### src/rtl/rrts_pkg.sv
`timescale 1ns / 1ps
`default_nettype none
package rrts_pkg;
   localparam int NumProcs  = 16;
   localparam int PidBits   = 4;
   localparam int TickBits  = 32;

   typedef enum logic [2:0] {
      KIND_TICK    = 3'd0,
      KIND_ENQUEUE = 3'd1,
      KIND_REMOVE  = 3'd2,
      KIND_YIELD   = 3'd3,
      KIND_SLEEP   = 3'd4,
      KIND_EXIT    = 3'd5
   } kind_type;

   typedef enum logic [1:0] {
      ST_UNUSED  = 2'd0,
      ST_READY   = 2'd1,
      ST_RUNNING = 2'd2,
      ST_BLOCKED = 2'd3
   } status_type;

   typedef enum logic [2:0] {
      PH_IDLE,
      PH_WAKE,
      PH_ROTATE,
      PH_DROP,
      PH_PICK,
      PH_DONE
   } phase_type;

   // broadcast from the sequencer to every cell at once
   typedef struct packed {
      logic                  set_status;
      logic [PidBits-1:0]    status_pid;
      status_type            status_val;
      logic                  set_deadline;
      logic [TickBits-1:0]   deadline_val;
      logic                  wake_scan;
      logic [PidBits-1:0]    wake_pid;
      logic [TickBits-1:0]   tick_val;
   } cell_cmd_type;

   // a cell's report: its status and whether it is due to wake
   typedef struct packed {
      status_type            status;
      logic                  due;
   } cell_rpt_type;
endpackage
`default_nettype wire

### src/rtl/rrts_cell.sv
`timescale 1ns / 1ps
`default_nettype none
// One process table entry. The wake scan token passes along the row, one cell
// per cycle, so each cell compares its own deadline only when it holds it.
module rrts_cell (
   input  wire                       clock,
   input  wire                       reset,
   input  wire  [rrts_pkg::PidBits-1:0] my_pid,
   input  rrts_pkg::cell_cmd_type    cmd,
   output rrts_pkg::cell_rpt_type    rpt
);
   import rrts_pkg::*;

   status_type          status_ff, status_in;
   logic [TickBits-1:0] deadline_ff, deadline_in;

   always_comb begin
      status_in   = status_ff;
      deadline_in = deadline_ff;
      if (cmd.set_status && cmd.status_pid == my_pid) begin
         status_in = cmd.status_val;
      end
      if (cmd.set_deadline && cmd.status_pid == my_pid) begin
         deadline_in = cmd.deadline_val;
      end
   end

   always_ff @(posedge clock) begin
      if (reset) begin
         status_ff   <= ST_UNUSED;
         deadline_ff <= '0;
      end else begin
         status_ff   <= status_in;
         deadline_ff <= deadline_in;
      end
   end

   assign rpt.status = status_ff;
   assign rpt.due = cmd.wake_scan && cmd.wake_pid == my_pid && status_ff == ST_BLOCKED
                    && deadline_ff != '0 && deadline_ff <= cmd.tick_val;
endmodule
`default_nettype wire

### config.mk
export PLATFORM = sky130hd
export DESIGN_NAME = rrts_cell
export DESIGN_NICKNAME = d
export VERILOG_FILES = /design/src/rtl/rrts_pkg.sv /design/src/rtl/rrts_cell.sv
export SDC_FILE = /design/constraint.sdc
export NUM_CORES = 1
export LEC_CHECK = 0
export BUFFER_PORTS_ARGS = -buffer_cell sky130_fd_sc_hd__buf_2
export CAP_MARGIN = 5
export CORE_MARGIN = 2
export CORE_UTILIZATION = 45
export CTS_CLUSTER_DIAMETER = 40
export DETAILED_ROUTE_END_ITERATION = 8
export GPL_ROUTABILITY_DRIVEN = 0
export GPL_TIMING_DRIVEN = 1
export PLACE_DENSITY_LB_ADDON = 0.05
export SLEW_MARGIN = 20
export SYNTH_ARGS = -nofsm -noshare
export SYNTH_HDL_FRONTEND = slang
export SYNTH_SLANG_ARGS = --single-unit
### constraint.sdc
create_clock -name clock -period 4.4 [get_ports clock]
set_input_delay 0 -clock clock [delete_from_list [all_inputs] [get_ports clock]]
set_output_delay 0 -clock clock [all_outputs]
set_load 0.01 [all_outputs]
==> results.toml, run 1 <==
[placed_design]
dp_hpwl_um = 3770
placed_cell_area_sq_um = 2620
pre_cts_ws_ps = 2490
portBuffers = 85

[yosys]
synth_seq_area_share = 0.314
ys_warn_count = 0
synth_common_cells = "nor2_1 (36), dfxtp_1 (34), mux2i_1 (34)"
ys.flop_type = "dfxtp_1"
netlist_instances = 246
synth_adder_area_share = 0.185
async_flop_share = 0
synth_top_family_by_area = "adder cells"
yosys.area.top_type = "dfxtp_1"
synth_edf_count = 0
yosysMostFrequentCell = "nor2_1"
yosysUniqueCellTypes = 32
synth_xor_xnor_area_share = 0.0324
synth_mux_area_frac = 0.157
netlist_area_sq_um = 2160
ys_seq_elements = 34
syn_nets = 361
synth_compound_area_frac = 0.0734
synth_area_per_cell_sq_um = 8.80
ys_top_cells_by_area = "dfxtp_1 (31%), ha_1 (18%), mux2i_1 (16%), nor2_1 (6.2%), inv_1 (5.5%)"
synth-simple-area-share = 0.165
synth.top_cell.area_share = 0.314

[routing]
ant_nets = 0
vias = 2069
routed_via_density = 4.94
wirelength_um = 5280
drtPass1Iterations = 4
avgRoutedWirePerCell_um = 12.6
drc = 0
drtIter0Drc = 41

[sta]
period_share = 0.504
rsz0062_at_grt = "false"
setup_violations = 0
max_freq_mhz = 451
finalWorstSetupSlack_ps = 2180
hold_viol = 0
drv_slew = 0
finalSetupTns_ps = 0
hold-worst-slack_ps = 109
worst_pin_slew_ps = 1040
finClkSkew_ps = 0
fin_crit_ps = 2220
maxSlewHeadroom = 0.306

[layout]
syn_to_final_growth_pct = 40.4
final_cell_area_sq_um = 3040
n_antenna_cell = 0
drive_gt1_frac = 0.255
nNetsFinal = 480
fillers = 399

[power]
powerDensity_nw_per_um2 = 219
peakVddDrop_mv = 0.141
power_leakage_nw = 1.78

[run_status]
status = "completed"

[cts]
clockBufferDepth = 2
h-tree-depth = 2
cts_root_buf = "clkbuf_8"
clock_latency_ps = 280
clkTransAtPathRegs_ps = 70
cts_buffers = 5
cts_tree = "done"
cts.sinks = 34

[global_route]
grt_use_total = 0.206
grt_pass1_wl_um = 8740
gr-total-overflow = 0
grt_pass1_vias = 2010
antenna_found_initial = 0
grt_max_degree = 35

[worst_setup_path]
endpoint_kind = "output pin"
crit_path_cell_trace = "ha_1 > a21oi_1 > o21ai_0 > a221o_1 > or4_1 > o32ai_1 > buf_2"
worst_path_max_delay_cell = "or4_1"
startpoint_type = "flop"
critPathMaxStageDelay_ps = 400
cp_top_family = "compound AO/OA/AOI/OAI gates"
worstSetupPathType = "reg -> out"
crit_arrival_ps = 2220
crit_required_ps = 4400
cp_max_fo = 3
critPathBufInv = 1

[floorplan]
die_x_um = 73.4
dieArea_sq_um = 5380
start_util = 0.461
die_h_um = 73.4
row_count = 25
design.core.area_sq_um = 4690
ioPinCount = 86

[run]
maxCapViolations = 0

[worst_hold_path]
hold_class = "in -> reg"
[per-stage QoR]
step           total power, mW  std cells   util
2_1_floorplan            0.383        246      -
3_3_place_gp             0.434        378  0.559
3_5_place_dp             0.434        378  0.559
4_1_cts                  0.675        419  0.648
5_1_grt                  0.702        419  0.648
6_report                 0.667        419  0.648
[where the power goes]
| group | internal [mW] | switching, mW |
|---|---|---|
| Clock | 0.109 | 0.107 |
| Sequential | 0.314 | 0.00490 |
| Combinational | 0.0757 | 0.0566 |
[what timing repair did]
action	CTS	global route
setup buffers	0	0
hold endpoints to repair	34	0
resized for setup	0	0
hold buffers	34	0
[area by class of cell]
class | instances | area [sq um] | area share
Sequential cell | 34 | 681 | 0.224
Tap cell | 54 | 67.6 | 0.0222
Inverter | 32 | 120 | 0.0395
Clock buffer | 7 | 76.3 | 0.0251
Multi-Input combinational cell | 173 | 1330 | 0.437
Timing Repair Buffer | 119 | 766 | 0.252
[path summary, 6_finish.rpt]
check	startpoint	end	slack [ps]	cells past startpoint
min reg2reg	status_ff[1]	status_ff[1]	520	2
min	cmd[76]	status_ff[1]	110	4
max reg2reg	deadline_ff[28]	deadline_ff[28]	3730	2
max	deadline_ff[17]	rpt[0]	2180	7
[worst register-to-register path, delay by kind of cell (launching register included)]
family | cells | cell delay (ps)
flops | 1 | 340
simple gates | 1 | 60
mux | 1 | 140
[registers in the layout (all words and copies together) (netlist names)]
register	cells
deadline_ff	32
status_ff	2
[logic make-up after synthesis]
kind of cell | count (synthesis)
simple gates | 74
compound gates | 25
buf+inv | 39
mux | 34
fa+ha+maj | 32
xor+xnor | 8
flops | 34
[metal layers]
metal	GRT usage	wire length [um]
met5	0	0
met4	0.0424	43
met3	0.0425	278
met2	0.368	2530
met1	0.256	2440
[cells in the final DEF, fill, tap and decap left out, types with 2 or more instances in the layout]
cell and count:
ha_1 32, inv_1 32, nand2_1 8, or4_1 2
o21ai_0 3, a21oi_1 12, nor2_1 36, dfxtp_1 34
nand4_1 9, nand3_1 4, clkbuf_1 2, mux2i_1 34
dlygate4sd3_1 34, nor4_1 8, clkbuf_8 5, buf_2 85
a21o_1 2, xor2_1 7
Note: power is estimated with default switching activity, not from simulation.
==> run 2, diff against run 1 <==
==> constraint.sdc (replaced) <==
create_clock -name clock -period 2.1 [get_ports clock]
set_input_delay 0 -clock clock [delete_from_list [all_inputs] [get_ports clock]]
set_output_delay 0 -clock clock [all_outputs]
set_load 0.01 [all_outputs]
==> results.toml, run 2 (synthesis gave the netlist of run 1 again) <==
[layout]
nNetsFinal = 485
syn_to_final_growth_pct = 53.6
drive_gt1_frac = 0.369
final_common_cell = "buf_2"
fillers = 380
most-common-layout-cells = "buf_2 (85), nor2_1 (36), mux2i_1 (34), dlygate4sd3_1 (34), inv_1 (32)"
n_antenna_cell = 0
largest_register = "deadline_ff"
largest_reg_flops = 32
top_regs = "deadline_ff: 32 flops, status_ff: 2 flops"

[worst_setup_path]
reg2reg_depth = 3
startpoint_type = "flop"
crit_path_start = "deadline_ff[30]"
r2r_start = "deadline_ff[30]"
crit_arrival_ps = 2120
r2r-end = "deadline_ff[30]"
cp_top_family = "compound AO/OA/AOI/OAI gates"
crit_required_ps = 2100
cp.depth = 7
r2r_setup_slack_ps = 1310
crit_end = "rpt[0]"
cp_max_fo = 3
critPathMaxStageDelay_ps = 430
crit_path_cell_trace = "ha_4 > a21oi_2 > nand2_1 > a221o_1 > or4_4 > o32ai_4 > buf_2"
worstSetupPathType = "reg -> out"
worst_path_max_delay_cell = "or4_4"
endpoint_kind = "output pin"
critPathBufInv = 1

[sta]
finalWorstSetupSlack_ps = -22.9
finalSetupTns_ps = -22.9
period_share = 1.01
setup_violations = 1
rsz0062_at_grt = "true"
worst_pin_slew_ps = 665
maxSlewHeadroom = 0.557
hold_viol = 0
max_freq_mhz = 471
drv_slew = 0
finClkSkew_ps = 0
fin_crit_ps = 2120

[power]
peakVddDrop_mv = 0.293
total_power_mw = 1.45
power_leakage_nw = 1.81
powerDensity_nw_per_um2 = 436

[cts]
h-tree-depth = 2
cts_buffers = 5
cts_root_buf = "clkbuf_8"
cts_tree = "done"
clockBufferDepth = 2
clock_latency_ps = 280
cts.sinks = 34
clkTransAtPathRegs_ps = 60

[routing]
wirelength_um = 5740
drc = 0
avgRoutedWirePerCell_um = 13.6
drtPass1Iterations = 4
ant_nets = 0
vias = 2100
routed_via_density = 4.96
drtIter0Drc = 62

[run_status]
status = "finished, violations left"
violations = "negative setup slack"

[worst_hold_path]
hold_class = "in -> reg"
hp-start = "cmd[76]"

[placed_design]
portBuffers = 85
dp_hpwl_um = 3820

[floorplan]
row_count = 25
die_h_um = 73.4
start_util = 0.461
ioPinCount = 86
dieArea_sq_um = 5380
die_x_um = 73.4
design.core.area_sq_um = 4690

[global_route]
antenna_found_initial = 0
grt_max_degree = 35
grt_pass1_vias = 2008
grt_pass1_wl_um = 8680
grt_use_total = 0.208
gr-total-overflow = 0

[run]
maxCapViolations = 0
==> run 2: changes by cell type in the layout (fill, tap and decap cells not counted), sizes merged <==
cell    delta
buf        +5
clkbuf     -1
==> run 2: repair_timing <==
action | 4_1_cts | 5_1_grt
pin swaps | 1 | 7
endpoints found under the setup margin | 1 | 1
hold buffers | 34 | 0
buffers inserted | 1 | 3
gates resized for setup | 13 | 26
cloned | 0 | 0
hold endpoints to repair | 34 | 0
==> run 2: how the worst min path moves through the flow <==
stage	to	slack, ps	depth (start not counted)
after floorplan	deadline_ff[0]	140	2
after global placement	deadline_ff[21]	230	3
after detailed placement	deadline_ff[5]	240	3
after CTS	status_ff[1]	110	4
after global routing	status_ff[1]	130	4
final	status_ff[1]	110	4
==> run 2: where the power goes <==
group | total [mW] | switching (mW) | internal (mW) | leakage, nW
registers | 0.671 | 0.0124 | 0.658 | 0.281
clock network | 0.470 | 0.217 | 0.253 | 0.0431
logic | 0.309 | 0.135 | 0.174 | 1.49
total | 1.45 | 0.365 | 1.09 | 1.81
==> run 2: metrics by stage <==
step / hold slack [ps] / worst slack, ps / std cells / area [sq um] / utilization
after CTS: 106 / -27.7 / 420 / 3140 / 0.670
after detailed placement: 237 / 205 / 379 / 2630 / 0.561
after global placement: 228 / 218 / 379 / 2630 / 0.561
final: 108 / -22.9 / 423 / 3330 / 0.709
after floorplan: 144 / 400 / 246 / 2160 / -
after global routing: 134 / -104 / 423 / 3330 / 0.709
==> run 2: layout make-up <==
class,count,area [sq um],share of cell area
multi-input cells,173,1560,0.468
repair buffers,124,803,0.242
flip-flops and latches,34,697,0.210
inverters,32,120,0.0361
clock buffers,6,82.6,0.0248
well taps,54,67.6,0.0203
==> run 2: worst min-delay path, stage by stage <==
cell and delay [ps]:
buf_2 90, nand2_1 100, mux2i_1 80, nor2_1 70
==> run 2: routing by layer <==
| layer | track usage | part of all wire | routed length (um) |
|---|---|---|---|
| met2 | 0.363 | 0.48 | 2780 |
| met1 | 0.257 | 0.46 | 2640 |
| met5 | 0 | 0 | 0 |
| met3 | 0.0466 | 0.045 | 258 |
| met4 | 0.0566 | 0.011 | 66 |
