### config.mk
export PLATFORM = sky130hd
export DESIGN_NAME = rrts_queue
export DESIGN_NICKNAME = d
export VERILOG_FILES = /design/src/rtl/rrts_pkg.sv /design/src/rtl/rrts_queue.sv
export SDC_FILE = /design/constraint.sdc
export NUM_CORES = 1
export LEC_CHECK = 0
export ABC_AREA = 1
export ABC_CLOCK_PERIOD_IN_PS = 6900
export BUFFER_PORTS_ARGS = -buffer_cell sky130_fd_sc_hd__buf_2
export CAP_MARGIN = 20
export CORE_UTILIZATION = 45
export CTS_CLUSTER_SIZE = 12
export DETAILED_ROUTE_END_ITERATION = 16
export MAX_ROUTING_LAYER = met4
export SYNTH_ARGS = -nofsm -noshare
export SYNTH_HDL_FRONTEND = slang
export SYNTH_SLANG_ARGS = --single-unit
### constraint.sdc
create_clock -name clock -period 6.9 [get_ports clock]
set_clock_uncertainty 0.05 [all_clocks]
set_input_delay 1.035 -clock clock [delete_from_list [all_inputs] [get_ports clock]]
set_output_delay 1.035 -clock clock [all_outputs]
set_load 0.005 [all_outputs]
### src/rtl/rrts_pkg.sv
`timescale 1ns / 1ps
`default_nettype none
package rrts_pkg;
   localparam int NumProcs  = 16;
   localparam int PidBits   = 4;
   localparam int TickBits  = 32;

   typedef enum logic [2:0] {
      KIND_TICK    = 3'd0,
      KIND_ENQUEUE = 3'd1,
      KIND_REMOVE  = 3'd2,
      KIND_YIELD   = 3'd3,
      KIND_SLEEP   = 3'd4,
      KIND_EXIT    = 3'd5
   } kind_type;

   typedef enum logic [1:0] {
      ST_UNUSED  = 2'd0,
      ST_READY   = 2'd1,
      ST_RUNNING = 2'd2,
      ST_BLOCKED = 2'd3
   } status_type;

   typedef enum logic [2:0] {
      PH_IDLE,
      PH_WAKE,
      PH_ROTATE,
      PH_DROP,
      PH_PICK,
      PH_DONE
   } phase_type;

   // broadcast from the sequencer to every cell at once
   typedef struct packed {
      logic                  set_status;
      logic [PidBits-1:0]    status_pid;
      status_type            status_val;
      logic                  set_deadline;
      logic [TickBits-1:0]   deadline_val;
      logic                  wake_scan;
      logic [PidBits-1:0]    wake_pid;
      logic [TickBits-1:0]   tick_val;
   } cell_cmd_type;

   // a cell's report: its status and whether it is due to wake
   typedef struct packed {
      status_type            status;
      logic                  due;
   } cell_rpt_type;
endpackage
`default_nettype wire

### src/rtl/rrts_queue.sv
`timescale 1ns / 1ps
`default_nettype none
// Doubly linked ready queue: link arrays, membership bits, head and tail.
// One operation a cycle: append (moves an entry already queued) or remove.
module rrts_queue (
   input  wire                          clock,
   input  wire                          reset,
   input  wire                          op_add,
   input  wire                          op_remove,
   input  wire  [rrts_pkg::PidBits-1:0] op_pid,
   output logic [rrts_pkg::PidBits-1:0] head,
   output logic                         nonempty
);
   import rrts_pkg::*;

   logic [PidBits-1:0]  fwd_ff [NumProcs];
   logic [PidBits-1:0]  bwd_ff [NumProcs];
   logic [NumProcs-1:0] inq_ff, inq_in;
   logic [PidBits-1:0]  head_ff, head_in, tail_ff, tail_in;
   logic                ne_ff, ne_in;
   logic [PidBits-1:0]  f, b;
   logic                rm, single;

   always_comb begin
      f      = fwd_ff[op_pid];
      b      = bwd_ff[op_pid];
      rm     = (op_add || op_remove) && inq_ff[op_pid] && ne_ff;
      single = head_ff == op_pid && tail_ff == op_pid;
      inq_in  = inq_ff;
      head_in = head_ff;
      tail_in = tail_ff;
      ne_in   = ne_ff;
      if (rm) begin
         inq_in[op_pid] = 1'b0;
         if (single) begin
            ne_in   = 1'b0;
            head_in = '0;
            tail_in = '0;
         end else begin
            if (head_ff == op_pid) head_in = f;
            if (tail_ff == op_pid) tail_in = b;
         end
      end
      if (op_add) begin
         inq_in[op_pid] = 1'b1;
         if (!ne_in) head_in = op_pid;
         tail_in = op_pid;
         ne_in   = 1'b1;
      end
   end

   always_ff @(posedge clock) begin
      if (reset) begin
         inq_ff  <= '0;
         head_ff <= '0;
         tail_ff <= '0;
         ne_ff   <= 1'b0;
      end else begin
         inq_ff  <= inq_in;
         head_ff <= head_in;
         tail_ff <= tail_in;
         ne_ff   <= ne_in;
      end
   end

   // links need no reset: only queued entries are ever read
   always_ff @(posedge clock) begin
      if (rm && !single) begin
         // a re-appended tail rewrites its predecessor link below
         if (head_ff != op_pid && !(op_add && tail_ff == op_pid)) fwd_ff[b] <= f;
         if (tail_ff != op_pid) bwd_ff[f] <= b;
      end
      if (op_add) begin
         fwd_ff[op_pid] <= op_pid;
         if (rm && single || !ne_ff) begin
            bwd_ff[op_pid] <= op_pid;
         end else begin
            // tail after removal; a moved tail writes its successor link here
            bwd_ff[op_pid] <= (rm && tail_ff == op_pid) ? b : tail_ff;
            if (rm && tail_ff == op_pid) fwd_ff[b] <= op_pid;
            else                         fwd_ff[tail_ff] <= op_pid;
         end
      end
   end

   assign head     = head_ff;
   assign nonempty = ne_ff;
endmodule
`default_nettype wire

==> impl_metrics.py, run 1 <==
metrics = {
    "outcome": {
        "status": "completed",
    },
    "route": {
        "dr.pass1.iters": 8,
        "drtIter0Drc": 956,
        "drc": 0,
        "detail-route-antenna-nets": 0,
        "viasPerCell": 5.50,
        "routed_wl_um": 29700,
        "wl_per_cell_um": 19.1,
        "vias": 8561,
    },
    "power": {
        "p_leak_nw": 4.65,
        "p_int_mw": 1.74,
        "power_density_nw_per_um2": 237,
        "clockPowerShare_pct": 42.1,
        "power_frac_seq_pct": 43.8,
        "p_switching_mw": 0.653,
        "share_comb_of_total_power_pct": 14.0,
        "vdd_drop_max_uv": 193,
        "p_sw_share_pct": 27.3,
    },
    "synth": {
        "synth_compound_area_share_pct": 6.91,
        "synth.mux.area_fraction_pct": 0,
        "synth_xor_area_share_pct": 0.744,
        "ys_types": 32,
        "synth-simple-area-share_pct": 38.8,
        "ys_warn_count": 0,
        "synth_top_family_by_area": "simple AND/OR/NAND/NOR gates",
        "synth_fp_nets": 1302,
        "syn_inst": 1294,
        "netlist_area_um2": 9420,
        "ys_seq_elements": 153,
        "synthAdderAreaFrac_pct": 0,
        "avgSynthCellArea_um2": 7.28,
        "synth.yosys.seq_area_share_pct": 46.1,
    },
    "cells_and_area": {
        "drive_gt1_share_pct": 8.40,
        "antenna_cells": 0,
        "final_util_pct": 49.5,
        "final_common_cell": "nand2_1",
        "final_cell_mix": "nand2_1 (693), edfxtp_1 (128), inv_1 (79), nor2_1 (64), nand3_1 (57)",
        "syn_to_final_growth_pct": 7.11,
        "finalNetCount": 1281,
        "stdcell_count": 1556,
    },
    "cts": {
        "cts.sinks": 153,
        "hold_buffers": 0,
        "root_buffer": "clkbuf_16",
        "cts_tree": "yes",
        "cts_resized": 0,
        "clockBufferDepth": 2,
        "clk_latency_ns": 0.44,
        "cts.htree.levels": 4,
        "cts_setup_buffers": 0,
        "path_clk_slew_ns": 0.06,
        "cts_buffers": 17,
    },
    "critical_path": {
        "startpoint_type": "input pin",
        "crit_type": "in2reg",
        "cp_cell_sequence": "buf_2 -> buf_4 -> nand2_1 -> inv_1 -> nand2_1 -> nand4_1 -> nand2_1 -> nand2_1 -> nor2_1 -> inv_1 -> nor2_1 -> nand2_1 -> nand3_1",
        "cp_top_family": "buffers and inverters",
        "worstPathRequired_ns": 6.99,
        "crit_top_cell": "nand2_1",
        "arrival_ns": 4.66,
        "crit_fanout": 61,
        "slowest_delay_ns": 0.73,
        "critPathBufInv": 4,
        "endpoint_kind": "flip-flop",
        "critPathSlowestCell": "inv_1",
    },
    "global_route": {
        "grt_pass1_vias": 8045,
        "grt_max_degree": 62,
        "grt-ovfl-total": 0,
        "grt_pass1_wl_um": 46300,
        "grt_usage_pct": 29.5,
        "antenna_found_initial": 0,
    },
    "floorplan": {
        "dieArea_um2": 21500,
        "io-pin-count": 13,
        "core-area_um2": 20400,
        "start_util_pct": 46.2,
        "die_w_um": 147,
        "die_y_um": 147,
        "num_rows": 52,
    },
    "timing": {
        "slew_viol_final": 0,
        "slew_headroom_pct": 29.5,
        "fmax_mhz": 218,
        "period_needed_ns": 4.58,
        "hold_viol_final": 0,
        "rsz0062_at_grt": "false",
        "min_period_over_period_pct": 66.3,
        "setup_violations": 0,
        "whs_ns": 0.425,
        "tightest_slew_ns": 1.06,
        "finalSetupTns_ns": 0,
    },
    "placed_design": {
        "portBuffers": 12,
        "place_congestion": 0.906,
        "place_inst": 1524,
        "dpl.hpwl_um": 20000,
    },
    "run": {
        "maxCapViolations": 0,
    },
    "worst_hold_path": {
        "hold_path_class": "reg2reg",
    },
}
==> path summary, 6_finish.rpt <==
check / start / to / slack [ns] / cells after the start
setup / recovery: op_pid[0] / fwd_ff[7][2]$_DFFE_PP_ / 2.32 / 13
hold / removal: inq_ff[12]$_SDFF_PP0_ / inq_ff[12]$_SDFF_PP0_ / 0.42 / 2
setup reg to reg: inq_ff[8]$_SDFF_PP0_ / fwd_ff[0][0]$_DFFE_PP_ / 3.68 / 13
hold reg to reg: inq_ff[12]$_SDFF_PP0_ / inq_ff[12]$_SDFF_PP0_ / 0.42 / 2
==> registers in the layout, indices dropped and copies added (netlist names) <==
signal    cells
nonempty      1
bwd_ff       64
head          4
fwd_ff       64
inq_ff       16
tail_ff       4
==> tightest hold or removal path, delay by kind of cell (launching register included) <==
kind	cells	cell delay [ns]
flip-flops	1	0.31
AO/OA/AOI/OAI	2	0.12
==> power by group through the flow <==
stage / Sequential [mW] / Combinational [mW] / Clock (mW)
after CTS: 1.05 / 0.330 / 1.01
final: 1.05 / 0.335 / 1.01
after detailed placement: 1.07 / 0.329 / 0
after floorplan: 1.06 / 0.238 / 0
after global routing: 1.05 / 0.371 / 1.04
after global placement: 1.07 / 0.325 / 0
==> cells by family after synthesis <==
group,count (synthesis)
xor gates and xnor gates,8
buffers and inverters,142
DFF,153
and+or+nand+nor,881
AOI/OAI and AO/OA,110
==> cells in the mapped netlist, drive strengths merged <==
master / number / area [um2]
inv: 86 / 323
o21ai: 42 / 210
a31oi: 6 / 37.5
nand4: 4 / 25.0
nand2: 726 / 2860
o31ai: 2 / 15.0
xor2: 4 / 35.0
nor2: 79 / 359
a21oi: 25 / 125
or2: 2 / 12.5
xnor2: 4 / 35.0
a22oi: 34 / 255
edfxtp: 128 / 3840
clkinv: 2 / 7.51
dfxtp: 25 / 500
buf: 35 / 294
o21a: 1 / 7.51
nor3: 6 / 35.0
nand3: 64 / 363
clkbuf: 19 / 71.3
==> metrics by stage <==
stage	power, mW	setup slack (ns)	cell area, um2
after global placement	1.39	2.06	9470
after floorplan	1.30	3.67	9420
final	2.39	2.32	10100
after detailed placement	1.40	1.98	9470
after global routing	2.46	2.14	10100
after CTS	2.38	2.43	10100
==> cell type report <==
class                   instances  area [um2]
flip-flops and latches        153        4340
fillers                      1993       10300
well taps                     270         338
repair buffers                 14        75.1
inverters                      88         330
clock buffers                  21         450
clock inverters                11         171
multi-input cells             999        4380
==> per-layer routing <==
| layer | routed length, um | vias up | global-route usage, % |
|---|---|---|---|
| met4 | 897 | 0 | 12.6 |
| met3 | 2790 | 60 | 3.59 |
| met2 | 13300 | 485 | 44.5 |
| met1 | 12700 | 3930 | 40.0 |
| met5 | 0 | - | - |
| li1 | - | 4086 | - |
No activity file was read; power rests on OpenSTA's default activity.
==> run 2, diff against run 1 <==
ABC_CLOCK_PERIOD_IN_PS = 4400   (was 6900)
clock period = 4.4 ns   (was 6.9 ns; I/O delays follow)
==> impl_metrics.py, run 2 (synthesis gave the netlist of run 1 again) <==
metrics = {
    "floorplan": {
        "io-pin-count": 13,
        "dieArea_um2": 21500,
        "start_util_pct": 46.2,
        "die_y_um": 147,
        "die_w_um": 147,
        "num_rows": 52,
        "core-area_um2": 20400,
    },
    "timing": {
        "tightest_slew_ns": 0.746,
        "hold_viol_final": 0,
        "whs_ns": 0.424,
        "min_period_over_period_pct": 81.3,
        "period_needed_ns": 3.58,
        "worst_slack_ns": 0.824,
        "setup_violations": 0,
        "finalSetupTns_ns": 0,
        "slew_viol_final": 0,
        "slew_headroom_pct": 49.9,
        "fmax_mhz": 280,
        "rsz0062_at_grt": "false",
    },
    "cts": {
        "cts.sinks": 153,
        "cts.htree.levels": 4,
        "hold_buffers": 0,
        "path_clk_slew_ns": 0.06,
        "clk_latency_ns": 0.45,
        "root_buffer": "clkbuf_16",
        "clockBufferDepth": 2,
        "cts_resized": 0,
        "cts_tree": "yes",
        "cts_setup_buffers": 0,
        "cts_buffers": 17,
    },
    "placed_design": {
        "dpl.hpwl_um": 21100,
        "place_congestion": 0.924,
        "portBuffers": 12,
        "dp_slack_ns": 0.524,
        "place_inst": 1562,
        "placed_area_um2": 9780,
    },
    "cells_and_area": {
        "stdcell_count": 1595,
        "final_cell_area_um2": 10400,
        "final_common_cell": "nand2_1",
        "top_regs": "bwd_ff x64, fwd_ff x64, inq_ff x16",
        "syn_to_final_growth_pct": 10.3,
        "finalNetCount": 1319,
        "final_cell_mix": "nand2_1 (693), edfxtp_1 (128), inv_1 (79), nor2_1 (64), nand3_1 (57)",
        "drive_gt1_share_pct": 11.0,
    },
    "critical_path": {
        "cp_cell_sequence": "buf_2 -> nand2_1 -> inv_2 -> nand2_1 -> nand2_1 -> clkinv_1 -> nand2_2 -> nand2_2 -> buf_4 -> nor2_2 -> nand4_1 -> nand2_1 -> nand2_1 -> nand3_1 -> nand2_1",
        "arrival_ns": 3.71,
        "endpoint_kind": "flip-flop",
        "crit_fanout": 27,
        "crit_top_cell": "nand2_1",
        "crit_type": "in2reg",
        "r2r_start": "inq_ff[3]$_SDFF_PP0_",
        "critPathSlowestCell": "buf_2",
        "cp_top_family": "simple AND/OR/NAND/NOR gates",
        "critPathLaunch": "op_pid[2]",
        "worstPathRequired_ns": 4.54,
        "critPathBufInv": 4,
        "startpoint_type": "input pin",
        "slowest_delay_ns": 0.52,
    },
    "global_route": {
        "grt-ovfl-total": 0,
        "grt_usage_pct": 30.1,
        "grt_pass1_vias": 8244,
        "grt_max_degree": 28,
        "antenna_found_initial": 1,
        "grt_pass1_wl_um": 46800,
    },
    "route": {
        "wl_per_cell_um": 18.7,
        "viasPerCell": 5.36,
        "drc": 0,
        "drtIter0Drc": 1049,
        "detail-route-antenna-nets": 0,
        "vias": 8545,
        "dr.pass1.iters": 6,
        "routed_wl_um": 29900,
    },
    "worst_hold_path": {
        "hold_path_class": "reg2reg",
        "min_from": "inq_ff[0]$_SDFF_PP0_",
    },
    "power": {
        "power_frac_seq_pct": 43.7,
        "clockPowerShare_pct": 41.6,
        "vdd_drop_max_uv": 308,
        "p_sw_share_pct": 27.5,
        "share_comb_of_total_power_pct": 14.7,
        "p_switching_mw": 1.03,
        "p_leak_nw": 4.84,
        "power_density_nw_per_um2": 362,
        "p_int_mw": 2.73,
    },
    "run": {
        "maxCapViolations": 0,
    },
    "outcome": {
        "status": "completed",
    },
}
-- run 2: cell types whose count changed in the layout (fill, tap and decap cells not counted) --
cell	previous run	this run
buf_12	0	2
buf_4	2	38
clkbuf_8	1	0
clkinv_1	2	3
clkinv_4	3	1
diode_2	0	1
inv_6	0	2
-- run 2: area by class of cell --
type / count / area [um2]
Fill cell: 2044 / 9970
Antenna cell: 1 / 2.50
Clock buffer: 20 / 437
Clock inverter: 12 / 175
Inverter: 88 / 330
Tap cell: 270 / 338
Sequential cell: 153 / 4340
Timing Repair Buffer: 52 / 385
Multi-Input combinational cell: 999 / 4380
-- run 2: power by group through the flow --
stage / Combinational [mW] / Clock, mW / Sequential [mW]
2_1_floorplan: 0.374 / 0 / 1.67
3_3_place_gp: 0.532 / 0 / 1.67
4_1_cts: 0.542 / 1.57 / 1.64
6_report: 0.554 / 1.56 / 1.64
5_1_grt: 0.611 / 1.62 / 1.65
3_5_place_dp: 0.539 / 0 / 1.67
-- run 2: through the flow --
stage / util, % / power [mW]
2_1_floorplan: - / 2.04
3_3_place_gp: 48.0 / 2.21
3_5_place_dp: 48.0 / 2.21
4_1_cts: 51.0 / 3.75
5_1_grt: 51.0 / 3.88
6_report: 51.0 / 3.76
-- run 2: worst register-to-register path, delay by kind of cell, from the launching register on --
| kind | cells | cell delay (ns) |
|---|---|---|
| simple gates | 14 | 1.86 |
| flops | 1 | 0.34 |
| buf+inv | 2 | 0.29 |
-- run 2: layer usage --
layer / GRT usage [%] / wire length, um / up-vias
met2: 45.4 / 13500 / 366
met3: 6.28 / 2460 / 70
met1: 39.2 / 12900 / 3947
met4: 12.5 / 1050 / 0
met5: - / 0 / -
li1: - / - / 4162
-- run 2: worst paths after layout --
check             cells after the start                endpoint  slack (ns)
setup / recovery                     15  fwd_ff[4][0]$_DFFE_PP_        0.82
hold / removal                        2    inq_ff[0]$_SDFF_PP0_        0.42
setup reg to reg                     16  fwd_ff[4][0]$_DFFE_PP_        1.62
hold reg to reg                       2    inq_ff[0]$_SDFF_PP0_        0.42
